==> config.mk <==
export PLATFORM = sky130hd
export DESIGN_NAME = bounded_ordered_list_flat
export DESIGN_NICKNAME = d
export VERILOG_FILES = /design/src/sv/bol_pkg.sv /design/src/sv/bol_ifs.sv /design/src/sv/bol_ctrl.sv /design/src/sv/bol_dpath.sv /design/src/sv/bounded_ordered_list.sv /design/src/flat_wrapper.sv
export SDC_FILE = /design/constraint.sdc
export NUM_CORES = 1
export LEC_CHECK = 0
export BUFFER_PORTS_ARGS = -buffer_cell sky130_fd_sc_hd__buf_2
export CORE_ASPECT_RATIO = 0.5
export CORE_MARGIN = 3
export CORE_UTILIZATION = 28
export CTS_CLUSTER_DIAMETER = 60
export DETAILED_ROUTE_END_ITERATION = 8
export SKIP_CTS_REPAIR_TIMING = 1
export SLEW_MARGIN = 30
export SYNTH_ARGS = -nofsm -noshare
export SYNTH_HDL_FRONTEND = slang
export SYNTH_SLANG_ARGS = --single-unit
==> constraint.sdc <==
create_clock -name i_clk -period 6.7 [get_ports i_clk]
set_input_delay 1.005 -clock i_clk [delete_from_list [all_inputs] [get_ports i_clk]]
set_output_delay 1.005 -clock i_clk [all_outputs]
set_load 0.02 [all_outputs]
==> src/sv/bol_pkg.sv <==
`timescale 1ns / 1ps
// Shared types and constants for the bounded ordered list.
// No dependencies; every other file of the block depends on this package.
package bol_pkg;

    localparam int DEF_LIST_DEPTH = 16;
    localparam int MODE_W         = 3;
    localparam int POS_W          = 5;
    localparam int DATA_W         = 32;
    localparam int COUNT_W        = 5;

    typedef enum logic [MODE_W-1:0] {
        MODE_PUSH_FRONT = 3'd0,
        MODE_PUSH_BACK  = 3'd1,
        MODE_INSERT     = 3'd2,
        MODE_POP_FRONT  = 3'd3,
        MODE_POP_BACK   = 3'd4,
        MODE_REMOVE     = 3'd5,
        MODE_READ       = 3'd6,
        MODE_CLEAR      = 3'd7
    } t_mode;

    typedef enum logic [2:0] {
        OP_NONE,
        OP_INSERT,
        OP_REMOVE,
        OP_DROP_BACK,
        OP_READ,
        OP_CLEAR
    } t_op;

    typedef enum logic [1:0] {
        SEL_POS,
        SEL_FRONT,
        SEL_BACK
    } t_sel;

    typedef enum logic {
        OUT_EMPTY,
        OUT_FULL
    } t_out_state;

    typedef struct packed {
        logic exec;
        t_op  op;
        t_sel sel;
        logic ok;
    } t_dp_cmd;

    typedef struct packed {
        logic empty;
        logic full;
        logic pos_lt_count;
        logic pos_le_count;
    } t_dp_stat;

endpackage

==> src/sv/bol_ifs.sv <==
`timescale 1ns / 1ps
// Valid/ready channel interfaces for the request and result beats.
// Depends on bol_pkg for field widths.
interface bol_in_if;
    logic                             valid;
    logic                             ready;
    logic [bol_pkg::MODE_W-1:0]       mode;
    logic [bol_pkg::POS_W-1:0]        position;
    logic signed [bol_pkg::DATA_W-1:0] item_value;

    modport source (output valid, mode, position, item_value, input ready);
    modport sink   (input valid, mode, position, item_value, output ready);
endinterface

interface bol_out_if;
    logic                              valid;
    logic                              ready;
    logic                              ok;
    logic signed [bol_pkg::DATA_W-1:0] read_value;
    logic [bol_pkg::COUNT_W-1:0]       count_after;

    modport source (output valid, ok, read_value, count_after, input ready);
    modport sink   (input valid, ok, read_value, count_after, output ready);
endinterface

==> src/sv/bol_ctrl.sv <==
`timescale 1ns / 1ps
// Controller: result-slot state machine and request decode.
// Depends on bol_pkg; drives the datapath through t_dp_cmd.
module bol_ctrl (
    input  logic              i_clk,
    input  logic              i_rst_n,
    input  logic              i_in_valid,
    input  logic              i_out_ready,
    input  logic [bol_pkg::MODE_W-1:0] i_mode,
    input  bol_pkg::t_dp_stat i_stat,
    output logic              o_in_ready,
    output logic              o_out_valid,
    output bol_pkg::t_dp_cmd  o_cmd
);
    import bol_pkg::*;

    t_out_state r_state;
    t_out_state n_state;
    logic       in_ready;
    logic       exec;

    assign in_ready = (r_state == OUT_EMPTY) || i_out_ready;
    assign exec     = i_in_valid && in_ready;

    always_ff @(posedge i_clk) begin
        if (!i_rst_n) begin
            r_state <= OUT_EMPTY;
        end else begin
            r_state <= n_state;
        end
    end

    always_comb begin
        n_state = r_state;
        if (exec) begin
            n_state = OUT_FULL;
        end else if (i_out_ready) begin
            n_state = OUT_EMPTY;
        end
    end

    always_comb begin
        o_in_ready  = in_ready;
        o_out_valid = (r_state == OUT_FULL);
    end

    // Decode the request; a rejected request only reports.
    always_comb begin
        o_cmd      = '0;
        o_cmd.exec = exec;
        o_cmd.op   = OP_NONE;
        o_cmd.sel  = SEL_POS;
        case (t_mode'(i_mode))
            MODE_PUSH_FRONT: begin
                o_cmd.ok  = !i_stat.full;
                o_cmd.op  = OP_INSERT;
                o_cmd.sel = SEL_FRONT;
            end
            MODE_PUSH_BACK: begin
                o_cmd.ok  = !i_stat.full;
                o_cmd.op  = OP_INSERT;
                o_cmd.sel = SEL_BACK;
            end
            MODE_INSERT: begin
                o_cmd.ok  = !i_stat.full && i_stat.pos_le_count;
                o_cmd.op  = OP_INSERT;
            end
            MODE_POP_FRONT: begin
                o_cmd.ok  = !i_stat.empty;
                o_cmd.op  = OP_REMOVE;
                o_cmd.sel = SEL_FRONT;
            end
            MODE_POP_BACK: begin
                o_cmd.ok  = !i_stat.empty;
                o_cmd.op  = OP_DROP_BACK;
            end
            MODE_REMOVE: begin
                o_cmd.ok  = i_stat.pos_lt_count;
                o_cmd.op  = OP_REMOVE;
            end
            MODE_READ: begin
                o_cmd.ok  = i_stat.pos_lt_count;
                o_cmd.op  = OP_READ;
            end
            MODE_CLEAR: begin
                o_cmd.ok  = 1'b1;
                o_cmd.op  = OP_CLEAR;
            end
            default: begin
                o_cmd.ok  = 1'b0;
            end
        endcase
        if (!o_cmd.ok) begin
            o_cmd.op = OP_NONE;
        end
    end

endmodule

==> src/sv/bol_dpath.sv <==
`timescale 1ns / 1ps
// Datapath: row of entry cells that shift in place, entry count and result register.
// Depends on bol_pkg; commanded by bol_ctrl.
module bol_dpath #(
    parameter int LIST_DEPTH = bol_pkg::DEF_LIST_DEPTH
) (
    input  logic                              i_clk,
    input  logic                              i_rst_n,
    input  bol_pkg::t_dp_cmd                  i_cmd,
    input  logic [bol_pkg::POS_W-1:0]         i_position,
    input  logic signed [bol_pkg::DATA_W-1:0] i_item_value,
    output bol_pkg::t_dp_stat                 o_stat,
    output logic                              o_ok,
    output logic signed [bol_pkg::DATA_W-1:0] o_read_value,
    output logic [bol_pkg::COUNT_W-1:0]       o_count_after
);
    import bol_pkg::*;

    localparam int CW   = $clog2(LIST_DEPTH + 1);
    localparam int IW   = $clog2(LIST_DEPTH);
    localparam int CMPW = (CW > POS_W) ? CW : POS_W;

    logic signed [DATA_W-1:0] r_cells [LIST_DEPTH];
    logic signed [DATA_W-1:0] n_cells [LIST_DEPTH];
    logic [CW-1:0]            r_count;
    logic [CW-1:0]            n_count;
    logic                     r_ok;
    logic signed [DATA_W-1:0] r_read_value;
    logic [CW-1:0]            r_count_after;
    logic [CMPW-1:0]          pos_ext;
    logic [CMPW-1:0]          cnt_ext;
    logic [CMPW-1:0]          eff_pos;

    assign pos_ext = CMPW'(i_position);
    assign cnt_ext = CMPW'(r_count);

    always_comb begin
        o_stat.empty        = (r_count == '0);
        o_stat.full         = (r_count == CW'(LIST_DEPTH));
        o_stat.pos_lt_count = (pos_ext < cnt_ext);
        o_stat.pos_le_count = (pos_ext <= cnt_ext);
    end

    always_comb begin
        case (i_cmd.sel)
            SEL_FRONT: eff_pos = '0;
            SEL_BACK:  eff_pos = cnt_ext;
            default:   eff_pos = pos_ext;
        endcase
    end

    // Each cell looks only at its own neighbors: open or close a gap at eff_pos.
    for (genvar k = 0; k < LIST_DEPTH; k++) begin : g_cell
        logic signed [DATA_W-1:0] upper;
        logic signed [DATA_W-1:0] lower;

        if (k == 0) begin : g_first
            assign lower = r_cells[k];
        end else begin : g_inner_lo
            assign lower = r_cells[k-1];
        end
        if (k == LIST_DEPTH - 1) begin : g_last
            assign upper = r_cells[k];
        end else begin : g_inner_hi
            assign upper = r_cells[k+1];
        end

        always_comb begin
            n_cells[k] = r_cells[k];
            case (i_cmd.op)
                OP_INSERT: begin
                    if (CMPW'(k) == eff_pos) begin
                        n_cells[k] = i_item_value;
                    end else if (CMPW'(k) > eff_pos) begin
                        n_cells[k] = lower;
                    end
                end
                OP_REMOVE: begin
                    if (CMPW'(k) >= eff_pos) begin
                        n_cells[k] = upper;
                    end
                end
                default: begin
                    n_cells[k] = r_cells[k];
                end
            endcase
        end

        always_ff @(posedge i_clk) begin
            if (i_cmd.exec) begin
                r_cells[k] <= n_cells[k];
            end
        end
    end

    always_comb begin
        case (i_cmd.op)
            OP_INSERT:    n_count = r_count + CW'(1);
            OP_REMOVE:    n_count = r_count - CW'(1);
            OP_DROP_BACK: n_count = r_count - CW'(1);
            OP_CLEAR:     n_count = '0;
            default:      n_count = r_count;
        endcase
    end

    always_ff @(posedge i_clk) begin
        if (!i_rst_n) begin
            r_count <= '0;
        end else if (i_cmd.exec) begin
            r_count <= n_count;
        end
    end

    // Result register; a read is only decoded when position is below the count.
    always_ff @(posedge i_clk) begin
        if (i_cmd.exec) begin
            r_ok          <= i_cmd.ok;
            r_count_after <= n_count;
            if (i_cmd.op == OP_READ) begin
                r_read_value <= r_cells[pos_ext[IW-1:0]];
            end else begin
                r_read_value <= '0;
            end
        end
    end

    assign o_ok          = r_ok;
    assign o_read_value  = r_read_value;
    assign o_count_after = COUNT_W'(r_count_after);

endmodule

==> src/sv/bounded_ordered_list.sv <==
`timescale 1ns / 1ps
// Bounded ordered list of up to LIST_DEPTH signed 32-bit values, front at position 0.
// Every request beat (push, insert, pop, remove, read, clear) gives exactly one result
// beat with ok, read_value and count_after. A request is executed in one step: the
// row of entry cells shifts all entries at once to open or close a gap, so the block takes
// one request per cycle as long as the result side keeps taking results; a result that
// is not taken holds the single result register and stalls further requests. The result is
// registered, shown in the cycle after acceptance. No clearing pass is needed after reset.
module bounded_ordered_list #(
    parameter int LIST_DEPTH = bol_pkg::DEF_LIST_DEPTH
) (
    input  logic      i_clk,
    input  logic      i_rst_n,
    bol_in_if.sink    i_in,
    bol_out_if.source o_out
);
    import bol_pkg::*;

    t_dp_cmd  cmd;
    t_dp_stat stat;

    bol_ctrl u_ctrl (
        .i_clk       (i_clk),
        .i_rst_n     (i_rst_n),
        .i_in_valid  (i_in.valid),
        .i_out_ready (o_out.ready),
        .i_mode      (i_in.mode),
        .i_stat      (stat),
        .o_in_ready  (i_in.ready),
        .o_out_valid (o_out.valid),
        .o_cmd       (cmd)
    );

    bol_dpath #(
        .LIST_DEPTH (LIST_DEPTH)
    ) u_dpath (
        .i_clk         (i_clk),
        .i_rst_n       (i_rst_n),
        .i_cmd         (cmd),
        .i_position    (i_in.position),
        .i_item_value  (i_in.item_value),
        .o_stat        (stat),
        .o_ok          (o_out.ok),
        .o_read_value  (o_out.read_value),
        .o_count_after (o_out.count_after)
    );

endmodule

==> src/flat_wrapper.sv <==
// flat-port wrapper written by rule: the top's interface ports become plain ports
module bounded_ordered_list_flat import bol_pkg::*;
#(
    parameter int LIST_DEPTH = bol_pkg::DEF_LIST_DEPTH
)
  (i_clk, i_rst_n, i_in_valid, i_in_mode, i_in_position, i_in_item_value, i_in_ready, o_out_valid, o_out_ok, o_out_read_value, o_out_count_after, o_out_ready);
  bol_in_if i_in_i ();
  bol_out_if o_out_i ();
  input  logic i_clk;
  input  logic i_rst_n;
  input wire logic [$bits(i_in_i.valid)-1:0] i_in_valid;
  input wire logic [$bits(i_in_i.mode)-1:0] i_in_mode;
  input wire logic [$bits(i_in_i.position)-1:0] i_in_position;
  input wire logic [$bits(i_in_i.item_value)-1:0] i_in_item_value;
  output wire logic [$bits(i_in_i.ready)-1:0] i_in_ready;
  output wire logic [$bits(o_out_i.valid)-1:0] o_out_valid;
  output wire logic [$bits(o_out_i.ok)-1:0] o_out_ok;
  output wire logic [$bits(o_out_i.read_value)-1:0] o_out_read_value;
  output wire logic [$bits(o_out_i.count_after)-1:0] o_out_count_after;
  input wire logic [$bits(o_out_i.ready)-1:0] o_out_ready;
  assign i_in_i.valid = i_in_valid;
  assign i_in_i.mode = i_in_mode;
  assign i_in_i.position = i_in_position;
  assign i_in_i.item_value = i_in_item_value;
  assign i_in_ready = i_in_i.ready;
  assign o_out_valid = o_out_i.valid;
  assign o_out_ok = o_out_i.ok;
  assign o_out_read_value = o_out_i.read_value;
  assign o_out_count_after = o_out_i.count_after;
  assign o_out_i.ready = o_out_ready;
  bounded_ordered_list #(.LIST_DEPTH(LIST_DEPTH)) u_core (.i_clk(i_clk), .i_rst_n(i_rst_n), .i_in(i_in_i), .o_out(o_out_i));
endmodule
==> results.txt <==
----------------------------------------------------
[Detailed routing]
  WL per Instance ... 25.6 um
  Length of the first detailed-routing pass in iterations ... 5
  Detailed-routed wire length on met2 ... 44.7 mm
  Number of vias per cell ... 5.16
  Remaining DRCs ... 0
  Total vias in the final route ... 19200
  Post-detailed-routing wire length ... 95.4 mm
  Length of routed met3 wiring ... 4.71 mm
  Met1 Routed Length ... 43.8 mm
  Post-detailed-route count of antenna-violating nets ... 0
  Max Used Layer ... met5
  Initial DRC count ... 1693

[Timing]
  Final Hold Slack ... 0.531 ns
  Final Skew ... 0.0251 ns
  Clock period minus final worst setup slack ... 4.78 ns
  Worst slew margin relative to its limit ... 30.2%
  Maximum achievable frequency ... 209 MHz
  Final count of pins violating max slew ... 0
  Accumulated negative setup slack ... 0 ns
  Unrepaired setup endpoints after global routing ... no
  Final worst setup slack ... 1.92 ns
  Hold violation count in the final report ... 0
  Measured slew at the worst slew-check pin ... 1.04 ns
  Ratio of final minimum period to clock period ... 71.4%
  Setup Viol. Count Final ... 0

[Power and ir drop]
  Maximum VDD drop ... 0.000204 V
  Lkg Pwr ... 0.0132 uW
  Total power draw ... 8860 uW
  Cell Pwr Density ... 231 nW/um^2

[Global route]
  Total congestion overflow ... 0
  Global-route usage over all layers ... 14.8%
  Wire length of the first global-routing pass ... 140 mm
  Pin count of the biggest net entering global routing ... 86
  Number of global-route vias before repair ... 19500
  Antenna violations before repair ... 9

[Logic synthesis]
  Warning count from the yosys run ... 0
  Avg Synthesized Cell Area ... 16.5 sq um
  Top cells by area in the synthesized netlist ... sky130_fd_sc_hd__edfxtp_1 49%, sky130_fd_sc_hd__mux2_2 23%, sky130_fd_sc_hd__mux4_2 11%
  Number of instances in the synthesized netlist ... 2062
  Count of state elements after synthesis ... 556
  Area share of the largest cell type after synthesis ... 48.6%
  Main flop type after synthesis ... sky130_fd_sc_hd__edfxtp_1
  Cell type with the largest total area after synthesis ... sky130_fd_sc_hd__edfxtp_1
  Synth unique cells ... 54
  Synthesized net count ... 2116
  Number of enable flip-flop cells after synthesis ... 550
  Register area share after synthesis ... 48.9%
  Syn Std Cell Area ... 34000 sq um
  Fraction of registers with async set or reset after synthesis ... 0%

[Critical path]
  Endpoint arrival time on the critical path ... 5.17 ns
  Cell depth of the worst flop-to-flop path ... 10
  Maximum fanout along the worst path ... 17
  Kind of critical path ... in2reg
  CP startpoint kind ... input pin
  Reg-to-reg critical path startpoint ... u_core.u_dpath.cnt_ext[4]$_SDFFE_PN0P_
  Worst reg2reg setup slack ... 2.43 ns
  CP startpoint ... i_in_mode[0]
  Category of the worst setup path capture point ... flop
  CP required ... 7.09 ns

[Placed design]
  Number of buffers added on ports ... 83
  Worst slack after detailed placement ... 1.28 ns
  Global placement routability congestion ... 0.753
  Placed cell areas ... 36500 sq um
  Half-perimeter wire length after detailed placement ... 54.5 mm

[Clock tree]
  Number of sinks on the clock net ... 556
  H-tree depth reported by CTS ... 2
  Root Buffer ... sky130_fd_sc_hd__clkbuf_16
  Clock insertion delay at the later pin of the skew report ... 0.65 ns
  Maximum number of buffers from clock root to sink ... 3
  Clock tree from TritonCTS ... built
  Clock slew at the register clock pins of the worst setup and hold paths ... 0.06 ns
  TritonCTS Buffers ... 61

[Floorplan]
  Site Rows ... 89
  Core Footprint ... 119000 sq um
  Die Span Y ... 252 um
  Die X-Extent ... 499 um
  Top-level port count ... 84
  Die area ... 126000 sq um
  Starting density of the core ... 28.5%

[Layout]
  Total Nets Final ... 2136
  Layout cell share with drive strength beyond 1 ... 61.9%
  Area added between synthesis and finish ... 12.8%
  Finished Cell Area ... 38400 sq um
  Highest-count cells in the layout ignoring fill and taps ... 692 x sky130_fd_sc_hd__mux2_2, 550 x sky130_fd_sc_hd__edfxtp_1, 200 x sky130_fd_sc_hd__mux2_4, 160 x sky130_fd_sc_hd__mux4_2, 81 x sky130_fd_sc_hd__buf_2
  Most common library cell in the layout ignoring fill and taps ... sky130_fd_sc_hd__mux2_2

[Hold path]
  Cell count of the worst hold path ... 2
  Class of the tightest hold or removal check ... reg2reg
  Worst min-delay path startpoint ... u_core.u_ctrl.o_out_valid$_SDFFE_PN0P_

[Status]
  Result of the run ... complete, no violations

[Run]
  Number of max-cap violations ... 0

----------------------------------------------------
## final cells by class
cell class              instances  area (sq um)
well taps                    1592          1990
fillers                     11600         80800
diodes                          1          2.50
clock buffers                  75          1600
multi-input cells            1309         16700
inverters                      12          45.0
clock inverters                37           289
flip-flops and latches        556         16600
repair buffers                142          1140
## per-layer routing
layer,global-route usage [%],vias up
met5,0,-
met4,3.57,6
met3,1.89,136
met2,24.0,526
met1,21.0,10200
li1,-,8330
## cells by family (layout without fill, tap and decap cells)
kind of cell | Yosys count | after routing | share of synthesized area, %
AOI/OAI and AO/OA | 57 | 57 | 1.04
DFF | 556 | 556 | 48.9
buffers and inverters | 197 | 266 | 2.95
other | 0 | 1 | 0
adders and majority gates | 10 | 10 | 0.390
xor gates and xnor gates | 3 | 3 | 0.0773
muxes | 1124 | 1124 | 44.7
and+or+nand+nor | 115 | 115 | 1.89
## synth_stat cells (4+ instances only)
library cell                 n
sky130_fd_sc_hd__nor3_1      4
sky130_fd_sc_hd__o21ai_0    12
sky130_fd_sc_hd__buf_1      18
sky130_fd_sc_hd__nand2b_1    8
sky130_fd_sc_hd__mux2_1     71
sky130_fd_sc_hd__dfxtp_1     6
sky130_fd_sc_hd__and3_1     33
sky130_fd_sc_hd__nand2_1    14
sky130_fd_sc_hd__a21oi_1    17
sky130_fd_sc_hd__mux4_2    160
sky130_fd_sc_hd__edfxtp_1  550
sky130_fd_sc_hd__clkbuf_1   75
sky130_fd_sc_hd__buf_2      66
sky130_fd_sc_hd__ha_1        9
sky130_fd_sc_hd__mux2_4    200
sky130_fd_sc_hd__nor2_1     23
sky130_fd_sc_hd__buf_6      22
sky130_fd_sc_hd__o21ai_1     5
sky130_fd_sc_hd__and3b_1     4
sky130_fd_sc_hd__inv_1      12
sky130_fd_sc_hd__nand3_1     6
sky130_fd_sc_hd__nor2b_1     4
sky130_fd_sc_hd__mux2_2    692
sky130_fd_sc_hd__buf_4       4
## report_power, final
| part | internal (uW) | switching, uW | total (uW) |
|---|---|---|---|
| logic | 707 | 717 | 1420 |
| registers | 4050 | 97.6 | 4150 |
| clock network | 1810 | 1470 | 3290 |
| total | 6570 | 2290 | 8860 |
## through the flow
| stage | instances | utilization [%] |
|---|---|---|
| 2_1_floorplan | 2062 | - |
| 3_3_place_gp | 3610 | 30.6 |
| 3_5_place_dp | 3610 | 30.6 |
| 4_1_cts | 3722 | 32.2 |
| 5_1_grt | 3724 | 32.2 |
| 6_report | 3724 | 32.2 |
## sequential cells by signal, indices dropped and copies added, names as in the netlist
register / flops
u_core.u_dpath.o_read_value: 32
u_core.u_dpath.o_count_after: 5
u_core.u_dpath.r_cells: 512
u_core.u_ctrl.o_out_valid: 1
u_core.u_dpath.o_ok: 1
u_core.u_dpath.cnt_ext: 5
## path summary, 6_finish.rpt
check / end
worst max-delay path: u_core.u_dpath.r_cells[6][9]$_DFFE_PP_
worst min-delay path: u_core.u_ctrl.o_out_valid$_SDFFE_PN0P_
worst max register to register: u_core.u_dpath.r_cells[7][17]$_DFFE_PP_
worst min register to register: u_core.u_ctrl.o_out_valid$_SDFFE_PN0P_
## worst max-delay path: stages
cell and delay (ns):
sky130_fd_sc_hd__buf_2 0.24, sky130_fd_sc_hd__nand2b_1 0.23, sky130_fd_sc_hd__nand3b_1 0.11, sky130_fd_sc_hd__ha_1 0.49
sky130_fd_sc_hd__o21ai_1 0.82, sky130_fd_sc_hd__nand2b_1 0.45, sky130_fd_sc_hd__nor2_4 0.90, sky130_fd_sc_hd__buf_12 0.28
sky130_fd_sc_hd__mux2_2 0.36, sky130_fd_sc_hd__mux2_4 0.26
Note: power is estimated with default switching activity, not from simulation.
